$ cat src/rtl/core/rmvmm_pkg.sv
// shared definitions for the running mean / variance / min / max block
// no dependencies
`timescale 1ns / 1ps

package rmvmm_pkg;

    localparam int COUNT_BITS_DEF  = 32;
    localparam int SAMPLE_BITS_DEF = 32;
    localparam int GUARD_BITS      = 16;
    localparam int DIV_W           = 64;
    localparam int DIV_CNT_W       = 7;

    // result returned by the serial divider
    typedef struct packed {
        logic             done;
        logic [DIV_W-1:0] quot;
    } div_res_t;

endpackage

$ cat src/rtl/core/running_mean_variance_min_max.sv
// running mean, variance, minimum and maximum of a sample stream
// the first sample is loaded directly; later samples go through a mean divide, a
//   shift-add multiply, an accumulate, a variance divide, a divide by the count and
//   a bit-serial square root, the three divides on one shared serial divider
// one item in flight; the next item is taken while a result waits on the m_ side
// synchronous active-low reset clears the statistics and the handshake state
`timescale 1ns / 1ps

module running_mean_variance_min_max #(
    parameter int COUNT_BITS  = rmvmm_pkg::COUNT_BITS_DEF,
    parameter int SAMPLE_BITS = rmvmm_pkg::SAMPLE_BITS_DEF
) (
    input  logic               aclk,
    input  logic               aresetn,
    input  logic               s_valid,
    output logic               s_ready,
    input  logic signed [31:0] s_sample,
    output logic               m_valid,
    input  logic               m_ready,
    output logic [31:0]        m_count,
    output logic signed [31:0] m_mean_out,
    output logic [63:0]        m_sq_dev_sum,
    output logic signed [31:0] m_minimum,
    output logic signed [31:0] m_maximum,
    output logic [63:0]        m_variance,
    output logic [31:0]        m_std_error,
    output logic               m_variance_valid,
    output logic               m_overflow
);

    localparam int G      = rmvmm_pkg::GUARD_BITS;
    localparam int MEAN_W = SAMPLE_BITS + G;
    localparam int AD_W   = MEAN_W + 1;
    localparam int PW     = ((2 * AD_W > 96) ? 2 * AD_W : 96) + 1;
    localparam int MC_W   = 6;

    typedef enum logic [6:0] {
        ST_IDLE = 7'b0000001,
        ST_DIV1 = 7'b0000010,
        ST_MUL  = 7'b0000100,
        ST_ACC  = 7'b0001000,
        ST_DIV2 = 7'b0010000,
        ST_DIV3 = 7'b0100000,
        ST_SQRT = 7'b1000000
    } state_t;

    state_t state_reg, state_next;
    logic   out_pend_reg, out_pend_next;

    logic [COUNT_BITS-1:0]    count_reg, count_next;
    logic signed [MEAN_W-1:0] mean_reg, mean_next;
    logic [63:0]              m2_reg, m2_next;
    logic signed [SAMPLE_BITS-1:0] low_reg, low_next, high_reg, high_next;
    logic                     sat_reg, sat_next;

    logic [AD_W-1:0] ad_reg, ad_next;
    logic            neg_reg, neg_next;
    logic [PW-1:0]   acc_reg, acc_next, mcand_reg, mcand_next;
    logic [AD_W-1:0] mplier_reg, mplier_next;
    logic [MC_W-1:0] mcnt_reg, mcnt_next;
    logic [63:0]     var_reg, var_next, v_reg, v_next;
    logic [33:0]     srem_reg, srem_next;
    logic [31:0]     root_reg, root_next;
    logic            start_reg, start_next;

    logic            m_valid_reg;
    logic [31:0]     o_count_reg, o_mean_reg, o_min_reg, o_max_reg, o_se_reg;
    logic [63:0]     o_m2_reg, o_var_reg;
    logic            o_vv_reg, o_ovf_reg;

    logic [63:0]           div_num;
    logic [COUNT_BITS-1:0] div_den;
    rmvmm_pkg::div_res_t   div_res;

    logic signed [SAMPLE_BITS-1:0] x;
    logic signed [MEAN_W-1:0]      target;
    logic signed [AD_W-1:0]        delta;
    logic [AD_W-1:0]               q_clamp;
    logic [63:0]                   prod;
    logic                          prod_sat;
    logic [64:0]                   m2_sum;
    logic [33:0]                   s_trial, s_shift;
    logic signed [MEAN_W-1:0]      mean_rnd;
    logic                          load_out;
    logic [63:0]                   count_wide;

    rmvmm_div #(.DEN_W(COUNT_BITS)) u_div (
        .aclk    (aclk),
        .aresetn (aresetn),
        .start   (start_reg),
        .num     (div_num),
        .den     (div_den),
        .res     (div_res)
    );

    always_comb begin
        div_num = 64'(ad_reg);
        div_den = count_reg;
        if (state_reg == ST_DIV2) begin
            div_num = m2_reg;
            div_den = count_reg - 1'b1;
        end else if (state_reg == ST_DIV3) begin
            div_num = var_reg;
        end
    end

    assign load_out = out_pend_reg && (!m_valid_reg || m_ready);
    assign s_ready  = (state_reg == ST_IDLE) && !out_pend_reg;

    always_comb begin
        x        = s_sample[SAMPLE_BITS-1:0];
        target   = {x, {G{1'b0}}};
        delta    = AD_W'(target) - AD_W'(mean_reg);
        q_clamp  = (div_res.quot > 64'(ad_reg)) ? ad_reg : AD_W'(div_res.quot);
        prod_sat = |acc_reg[PW-1:96];
        prod     = acc_reg[95:32];
        m2_sum   = {1'b0, m2_reg} + {1'b0, prod};
        s_shift  = {srem_reg[31:0], v_reg[63:62]};
        s_trial  = {root_reg, 2'b01};

        state_next    = state_reg;
        out_pend_next = out_pend_reg;
        count_next    = count_reg;
        mean_next     = mean_reg;
        m2_next       = m2_reg;
        low_next      = low_reg;
        high_next     = high_reg;
        sat_next      = sat_reg;
        ad_next       = ad_reg;
        neg_next      = neg_reg;
        acc_next      = acc_reg;
        mcand_next    = mcand_reg;
        mplier_next   = mplier_reg;
        mcnt_next     = mcnt_reg;
        var_next      = var_reg;
        v_next        = v_reg;
        srem_next     = srem_reg;
        root_next     = root_reg;
        start_next    = 1'b0;

        if (load_out) begin
            out_pend_next = 1'b0;
        end

        unique case (state_reg)
            ST_IDLE: begin
                if (s_valid && s_ready) begin
                    var_next  = '0;
                    root_next = '0;
                    if (count_reg == '0) begin
                        count_next    = COUNT_BITS'(1);
                        mean_next     = target;
                        m2_next       = '0;
                        low_next      = x;
                        high_next     = x;
                        out_pend_next = 1'b1;
                    end else begin
                        if (&count_reg) begin
                            sat_next = 1'b1;
                        end else begin
                            count_next = count_reg + 1'b1;
                        end
                        neg_next   = delta[AD_W-1];
                        ad_next    = delta[AD_W-1] ? AD_W'(-delta) : AD_W'(delta);
                        if (x < low_reg) begin
                            low_next = x;
                        end
                        if (x > high_reg) begin
                            high_next = x;
                        end
                        start_next = 1'b1;
                        state_next = ST_DIV1;
                    end
                end
            end
            ST_DIV1: begin
                if (div_res.done) begin
                    mean_next   = neg_reg ? mean_reg - MEAN_W'(q_clamp)
                                          : mean_reg + MEAN_W'(q_clamp);
                    mplier_next = ad_reg - q_clamp;
                    mcand_next  = PW'(ad_reg);
                    // rounding bias for the drop of 32 fraction bits
                    acc_next    = PW'(64'h8000_0000);
                    mcnt_next   = '0;
                    state_next  = ST_MUL;
                end
            end
            ST_MUL: begin
                if (mplier_reg[0]) begin
                    acc_next = acc_reg + mcand_reg;
                end
                mcand_next  = {mcand_reg[PW-2:0], 1'b0};
                mplier_next = mplier_reg >> 1;
                mcnt_next   = mcnt_reg + 1'b1;
                if (mcnt_reg == MC_W'(AD_W - 1)) begin
                    state_next = ST_ACC;
                end
            end
            ST_ACC: begin
                if (prod_sat || m2_sum[64]) begin
                    m2_next  = '1;
                    sat_next = 1'b1;
                end else begin
                    m2_next = m2_sum[63:0];
                end
                start_next = 1'b1;
                state_next = ST_DIV2;
            end
            ST_DIV2: begin
                if (div_res.done) begin
                    var_next   = div_res.quot;
                    start_next = 1'b1;
                    state_next = ST_DIV3;
                end
            end
            ST_DIV3: begin
                if (div_res.done) begin
                    v_next     = div_res.quot;
                    srem_next  = '0;
                    root_next  = '0;
                    mcnt_next  = '0;
                    state_next = ST_SQRT;
                end
            end
            ST_SQRT: begin
                // two radicand bits per step, one root bit out
                v_next = {v_reg[61:0], 2'b00};
                if (s_shift >= s_trial) begin
                    srem_next = s_shift - s_trial;
                    root_next = {root_reg[30:0], 1'b1};
                end else begin
                    srem_next = s_shift;
                    root_next = {root_reg[30:0], 1'b0};
                end
                mcnt_next = mcnt_reg + 1'b1;
                if (mcnt_reg == MC_W'(31)) begin
                    out_pend_next = 1'b1;
                    state_next    = ST_IDLE;
                end
            end
            default: begin
                state_next = ST_IDLE;
            end
        endcase
    end

    assign mean_rnd   = mean_reg + MEAN_W'(1 << (G - 1));
    assign count_wide = 64'(count_reg);

    always_ff @(posedge aclk) begin
        if (!aresetn) begin
            state_reg    <= ST_IDLE;
            out_pend_reg <= 1'b0;
            start_reg    <= 1'b0;
            m_valid_reg  <= 1'b0;
            count_reg    <= '0;
            mean_reg     <= '0;
            m2_reg       <= '0;
            low_reg      <= '0;
            high_reg     <= '0;
            sat_reg      <= 1'b0;
            mcnt_reg     <= '0;
        end else begin
            state_reg    <= state_next;
            out_pend_reg <= out_pend_next;
            start_reg    <= start_next;
            count_reg    <= count_next;
            mean_reg     <= mean_next;
            m2_reg       <= m2_next;
            low_reg      <= low_next;
            high_reg     <= high_next;
            sat_reg      <= sat_next;
            mcnt_reg     <= mcnt_next;
            if (load_out) begin
                m_valid_reg <= 1'b1;
            end else if (m_ready) begin
                m_valid_reg <= 1'b0;
            end
        end
        ad_reg     <= ad_next;
        neg_reg    <= neg_next;
        acc_reg    <= acc_next;
        mcand_reg  <= mcand_next;
        mplier_reg <= mplier_next;
        var_reg    <= var_next;
        v_reg      <= v_next;
        srem_reg   <= srem_next;
        root_reg   <= root_next;
        if (load_out) begin
            o_count_reg <= (|count_wide[63:32]) ? 32'hFFFF_FFFF : count_wide[31:0];
            o_mean_reg  <= 32'($signed(mean_rnd[MEAN_W-1:G]));
            o_m2_reg    <= m2_reg;
            o_min_reg   <= 32'(low_reg);
            o_max_reg   <= 32'(high_reg);
            o_var_reg   <= var_reg;
            o_se_reg    <= root_reg;
            o_vv_reg    <= |count_reg[COUNT_BITS-1:1];
            o_ovf_reg   <= sat_reg;
        end
    end

    assign m_valid          = m_valid_reg;
    assign m_count          = o_count_reg;
    assign m_mean_out       = o_mean_reg;
    assign m_sq_dev_sum     = o_m2_reg;
    assign m_minimum        = o_min_reg;
    assign m_maximum        = o_max_reg;
    assign m_variance       = o_var_reg;
    assign m_std_error      = o_se_reg;
    assign m_variance_valid = o_vv_reg;
    assign m_overflow       = o_ovf_reg;

endmodule

$ cat src/rtl/core/rmvmm_div.sv
// restoring divider, one quotient bit per cycle, rounded to nearest with ties up
// depends on rmvmm_pkg
`timescale 1ns / 1ps

module rmvmm_div #(
    parameter int DEN_W = rmvmm_pkg::COUNT_BITS_DEF
) (
    input  logic                          aclk,
    input  logic                          aresetn,
    input  logic                          start,
    input  logic [rmvmm_pkg::DIV_W-1:0]   num,
    input  logic [DEN_W-1:0]              den,
    output rmvmm_pkg::div_res_t           res
);

    localparam int W = rmvmm_pkg::DIV_W;

    logic [DEN_W-1:0] rem_reg, rem_next;
    logic [W-1:0]     quo_reg, quo_next;
    logic [DEN_W-1:0] den_reg, den_next;
    logic [rmvmm_pkg::DIV_CNT_W-1:0] cnt_reg, cnt_next;
    logic             busy_reg, busy_next;
    logic             done_reg, done_next;
    logic [W-1:0]     res_reg, res_next;
    logic [DEN_W:0]   trial;
    logic [DEN_W:0]   twice_rem;
    logic             fits;

    always_comb begin
        trial     = {rem_reg, quo_reg[W-1]};
        fits      = trial >= {1'b0, den_reg};
        twice_rem = {rem_reg, 1'b0};
        rem_next  = rem_reg;
        quo_next  = quo_reg;
        den_next  = den_reg;
        cnt_next  = cnt_reg;
        busy_next = busy_reg;
        done_next = 1'b0;
        res_next  = res_reg;
        if (start) begin
            rem_next  = '0;
            quo_next  = num;
            den_next  = den;
            cnt_next  = '0;
            busy_next = 1'b1;
        end else if (busy_reg) begin
            rem_next = fits ? DEN_W'(trial - {1'b0, den_reg}) : DEN_W'(trial);
            quo_next = {quo_reg[W-2:0], fits};
            cnt_next = cnt_reg + 1'b1;
            if (cnt_reg == rmvmm_pkg::DIV_CNT_W'(W)) begin
                // all bits shifted in: round on the remainder
                rem_next  = rem_reg;
                quo_next  = quo_reg;
                busy_next = 1'b0;
                done_next = 1'b1;
                res_next  = (twice_rem >= {1'b0, den_reg}) ? quo_reg + 1'b1 : quo_reg;
            end
        end
    end

    always_ff @(posedge aclk) begin
        if (!aresetn) begin
            busy_reg <= 1'b0;
            done_reg <= 1'b0;
            cnt_reg  <= '0;
        end else begin
            busy_reg <= busy_next;
            done_reg <= done_next;
            cnt_reg  <= cnt_next;
        end
        rem_reg <= rem_next;
        quo_reg <= quo_next;
        den_reg <= den_next;
        res_reg <= res_next;
    end

    assign res.done = done_reg;
    assign res.quot = res_reg;

endmodule
$ cat config.mk
export PLATFORM = sky130hd
export DESIGN_NAME = running_mean_variance_min_max
export DESIGN_NICKNAME = d
export VERILOG_FILES = /design/src/rtl/core/rmvmm_pkg.sv /design/src/rtl/core/running_mean_variance_min_max.sv /design/src/rtl/core/rmvmm_div.sv
export SDC_FILE = /design/constraint.sdc
export NUM_CORES = 2
export LEC_CHECK = 0
export CORE_MARGIN = 2
export CORE_UTILIZATION = 45
export DETAILED_ROUTE_END_ITERATION = 7
export DONT_BUFFER_PORTS = 1
export PLACE_DENSITY = 0.58
export RECOVER_POWER = 25
export SETUP_SLACK_MARGIN = 0.3
export SKIP_LAST_GASP = 1
export SLEW_MARGIN = 30
export SYNTH_ARGS = -nofsm -noshare
export SYNTH_HDL_FRONTEND = slang
export SYNTH_SLANG_ARGS = --single-unit
$ cat constraint.sdc
create_clock -name aclk -period 29.6 [get_ports aclk]
set_input_delay 2.96 -clock aclk [delete_from_list [all_inputs] [get_ports aclk]]
set_output_delay 2.96 -clock aclk [all_outputs]
set_load 0.01 [all_outputs]
* After elaboration in Yosys (flattened, before gate mapping) *
Cells that the tools add are included.

word-level totals
  register bits after elaboration = 1205
  bits in latches = 0
  RAM bits = 0
  bits in read-only memories = 0
  input port bits = 36
  memories kept = 0

cells by class
  $add $sub $neg = 15
  $mul = 0
  div/mod/pow operators = 0
  $lt $le $gt $ge = 6
  eq/ne operators = 24
  shift-type cells = 0
  mux-type cells = 73
  bitwise operators = 5
  reductions and logical operators = 43

operators by type and width
  operator                                                           count
  64-bit two-way mux                                                 11
  99-bit case mux with 2 select lines                                2
  32-bit two-way mux                                                 12
  64-bit case mux with 2 select lines                                3
  99-bit two-way mux                                                 3
  48-bit two-way mux                                                 5
  99-bit adder                                                       1
  49-bit two-way mux                                                 2
  49-bit case mux with 2 select lines                                1
  32-bit case mux with 3 select lines                                1
  48-bit case mux with 2 select lines                                1
  33-bit by 32-bit greater-or-equal comparator with 1-bit output     2
  64-bit by 64-bit adder with 65-bit output                          1
  64-bit by 1-bit adder with 64-bit output (second input constant)   1
  64-bit by 49-bit greater-than comparator with 1-bit output         1
  32-bit case mux with 2 select lines                                1
  32-bit subtractor                                                  2
  7-bit two-way mux                                                  7
  49-bit negator                                                     1
  7-bit case mux with 7 select lines                                 1
  48-bit by 48-bit subtractor with 49-bit output                     1
  49-bit subtractor                                                  1
  48-bit by 17-bit adder with 48-bit output (second input constant)  1
  48-bit adder                                                       1
  other kinds (40)                                                   103

* Longest topological paths before layout *
  depth after elaboration = 7
  mapped depth = 33

* Cells and area by module *
From an unflattened synthesis, not the netlist that was laid out.

second synthesis, totals
  cell total of the unflattened synthesis = 7341
  area total of the unflattened synthesis = 72344.4 µm²

modules (own cells, without submodules)
  module                         instances  cells each  area each (µm²)  seq. area each (µm²)
  running_mean_variance_min_max  1          6443        61981.9          27896.8
  rmvmm_div                      1          898         10362.4          5625.4

* Worst setup path before layout *
No wires, ideal clock.

  path type = input-to-reg
  start point = input m_ready
  end point = register o_count_reg[0], in the netlist m_count[0] (enable)
  arrival = 15.805 ns
  required time = 28.618 ns
  slack = 12.814 ns
  stages = 2
  cell sequence = nor2b_1 nor2b_1

on the way
  cells in the longest elaborated chain, start to end = 2

RTL lines
  item                    RTL line                              RTL
  start: declaration      running_mean_variance_min_max.sv:19   input logic m_ready,
  1-bit logical OR        running_mean_variance_min_max.sv:107  assign load_out = out_pend_reg && (!m_valid_reg || m_ready);
  1-bit logical AND       running_mean_variance_min_max.sv:107
  named net load_out      running_mean_variance_min_max.sv:84   logic load_out;
  end signal: assignment  running_mean_variance_min_max.sv:290  o_count_reg <= (|count_wide[63:32]) ? 32'hFFFF_FFFF : count_wide[31:0];
  end: declaration        running_mean_variance_min_max.sv:67   logic [31:0] o_count_reg, o_mean_reg, o_min_reg, o_max_reg, o_se_reg;

The timed path passes the listed nets, and every way through them passes these cells.
A chain may end at the register's enable or synchronous reset.

* Worst setup path after layout *
  start point = register state_reg[0]
  end point = register mcnt_reg[2]

on the way
  cells in the longest elaborated chain, start to end = 4
  elaborated cells on any way between the ends = 10
  classes of those cells = eq/ne (5); mux (1); reduce/logical (4)

RTL lines
  item                                                                                                    RTL line                              RTL
  start: declaration                                                                                      running_mean_variance_min_max.sv:47   state_t state_reg, state_next;
  start signal: assignment                                                                                running_mean_variance_min_max.sv:264  state_reg <= state_next;
  7-bit by 6-bit equality test with 1-bit output (tied with other cells)                                  running_mean_variance_min_max.sv:145  unique case (state_reg)
  2-bit OR reduction (no source line)                                                                     n/a
  2-bit by 1-bit != test with 1-bit output (no source line) / 2-bit nonzero test (equally long branches)  n/a
  2-bit AND reduction (no source line)                                                                    n/a
  end signal: assignment                                                                                  running_mean_variance_min_max.sv:273  mcnt_reg <= mcnt_next;
  end: declaration                                                                                        running_mean_variance_min_max.sv:60   logic [MC_W-1:0] mcnt_reg, mcnt_next;

Several ways; a longest one is shown, not always the timed one.

==> impl_metrics.tcl <==
set metrics [dict create \
    status "complete, but fails checks" \
    violations "capacitance limit, slew limit" \
    fmax_mhz 110 \
    cts_max_level 4 \
    worst-path-buf-inv 1 \
    slew_headroom_pct -436 \
    initial_core_util_pct 45.4 \
    syn_inst 7365 \
    cts_buffer_depth 3 \
    die_y_um 404 \
    grt_start_max_net_pins 156 \
    worst_setup_path_start_kind "flop" \
    max_stage_delay_ns 5.60 \
    track_usage_pct 28.1 \
    drt_pass1_iterations 6 \
    core_area_mm2 0.158 \
    grt_setup_unrepaired "no" \
    synth_edf_count 939 \
    overflow 0 \
    leakagePower_nw 30.5 \
    worstHoldStart "low_reg[21]$_SDFFE_PN0P_" \
    detailed_place_hpwl_um 176000 \
    cp-startpoint "state_reg[0]$_SDFFE_PN1P_" \
    fin_cells 9453 \
    ys.flop_type "edfxtp_1" \
    synth.distinct_cells 84 \
    dieArea_mm2 0.163 \
    clk_pin_slew_ns 0.06 \
    p_per_area_mw_per_mm2 67.3 \
    root_buffer "clkbuf_16" \
    criticalPathCategory "reg -> reg" \
    hold_ws_ns 0.426 \
    cts_made_buffers 142 \
    finalClockSkew_ns 0.0539 \
    cp_max_fo 145 \
    cts_tree "built" \
    ys_seq_area_share_pct 46.7 \
    multi_input_area_mm2 0.0361 \
    synth_compound_area_share_pct 16.4 \
    cp_cell_sequence "nor2_1 -> nor4b_1 -> nand3b_1 -> clkbuf_1 -> nand2_1 -> a21oi_1 -> o21ai_0 -> a21oi_1" \
    ff_latch_area_mm2 0.0335 \
    via_per_inst 5.99 \
    nFillCells 14531 \
    die-width_um 404 \
    min_period_ns 9.07 \
    num_vias 56623 \
    post_cts_buffers 0 \
    crit_arrival_ns 9.79 \
    required_ns 30.32 \
    clkSinkCount 1205 \
    synth_top_family_by_area "compound AO/OA/AOI/OAI gates" \
    hold_class "reg -> reg" \
    max_slew.worst_pin.slew_ns 8.04 \
    cp_common_cell "a21oi_1" \
    setup_tns_ns 0 \
    antenna_found_initial 9 \
    mappedNetlistArea_mm2 0.0718 \
    synth-simple-area-share_pct 15.8 \
    cts-resized-gates 0 \
    ir_worst_vdd_uv 60.3 \
    wl_um 235000 \
    drv_slew 766 \
    rows 146 \
    hold_viol_final 0 \
    slowest_stage "clkbuf_1" \
    grt_pass1_wl_um 346000 \
    fin_nets 7778 \
    io_buffer_count 0 \
    synth-xor-area-share_pct 6.99 \
    final_cell_mix "edfxtp_1, nand2_1, nor2_1" \
    r2r_start "state_reg[0]$_SDFFE_PN1P_" \
    synth_area_per_cell_um2 9.75 \
    clock_latency_ns 0.82 \
    place_congestion 0.975 \
    drive_above_1_share_pct 5.38 \
    dr.first_iter.drc_count 5096 \
    avgRoutedWirePerCell_um 24.9 \
    fin_crit_sh_pct 30.7 \
    synthArstFlopShare_pct 0 \
    synthAdderAreaFrac_pct 8.46 \
    cap_violations 12 \
    final_common_cell "edfxtp_1" \
    ant_nets 0 \
    hold_buffers 0 \
    synthMuxAreaShare_pct 2.31 \
    drc 0 \
    synth-seq-cells 1205 \
    endpoint_kind "flop" \
    syn_nets 7884 \
    ys_warn_count 0 \
    finalSetupViolations 0 \
    syn_to_final_growth_pct 9.58 \
    ios 328 \
    placed_cells 9183 \
    grt_pass1_vias 53219 \
    crit_family "buffers and inverters" \
    power.total_w 0.00530 \
]
## per-layer routing
metal	share of wire [%]	wire length, um	vias up	GRT usage (%)
met2	47	111000	1864	46.3
met1	43	100000	27607	37.4
met5	0.028	67	-	0
li1	-	-	26711	-
met4	4.2	9990	10	10.7
met3	6.1	14200	431	4.18
## Yosys cell counts (75+ instances only)
library cell,instances,area (um^2)
a31oi_1,111,694
a21oi_1,659,3300
nor2_1,668,2510
xor2_1,242,2120
nand2b_1,75,469
edfxtp_1,939,28200
o31ai_1,75,563
nand3_1,186,931
xnor2_1,331,2900
inv_1,321,1200
ha_1,478,5980
mux2i_1,103,1030
dfxtp_1,266,5330
clkbuf_1,279,1050
a21o_1,232,1740
o21ai_0,367,1840
and2_1,147,920
nor3_1,123,616
nand4_1,135,845
nand2_1,754,2830
## logic make-up after synthesis
kind of cell / Yosys count
simple gates: 2412
fa+ha+maj: 483
mux: 159
xor+xnor: 573
buf+inv: 642
compound gates: 1891
flops: 1205
## worst reg2reg max path: stages, from the launching register on
cell and delay (ns):
dfxtp_1 0.38, nor2_1 0.11, nor4b_1 0.20, nand3b_1 0.19
clkbuf_1 5.61, nand2_1 1.26, a21oi_1 0.91, o21ai_0 0.19
a21oi_1 0.15
## report_power, final
| part | leakage [nW] | switching (W) | internal (W) |
|---|---|---|---|
| clock network | 2.33 | 0.000752 | 0.00107 |
| registers | 11.0 | 0.000167 | 0.00206 |
| logic | 17.1 | 0.000799 | 0.000459 |
## final timing paths
| kind | slack [ns] | end | cells past startpoint |
|---|---|---|---|
| hold / removal | 0.43 | m_minimum[21]$_DFFE_PP_ | 0 |
| setup reg to reg | 20.53 | mcnt_reg[2]$_SDFFE_PN0P_ | 8 |
| hold reg to reg | 0.43 | m_minimum[21]$_DFFE_PP_ | 0 |
| setup / recovery | 20.53 | mcnt_reg[2]$_SDFFE_PN0P_ | 8 |
## metrics by stage
step                cell area [um^2]  worst slack (ns)  util (%)
floorplan                      71800             12.81         -
global placement               73900             20.58      46.7
detailed placement             73900             20.72      46.7
CTS                            78700             20.66      49.7
global route                   78700             19.91      49.7
finish                         78700             20.53      49.7
## final cells by class
type                    count  share of cell area, %
diodes                      3                0.00954
clock buffers             183                   4.95
clock inverters            80                   1.12
inverters                 322                   1.54
multi-input cells        5518                   45.8
flip-flops and latches   1205                   42.6
well taps                2072                   3.29
repair buffers             70                  0.688
Note: power is estimated with default switching activity, not from simulation.
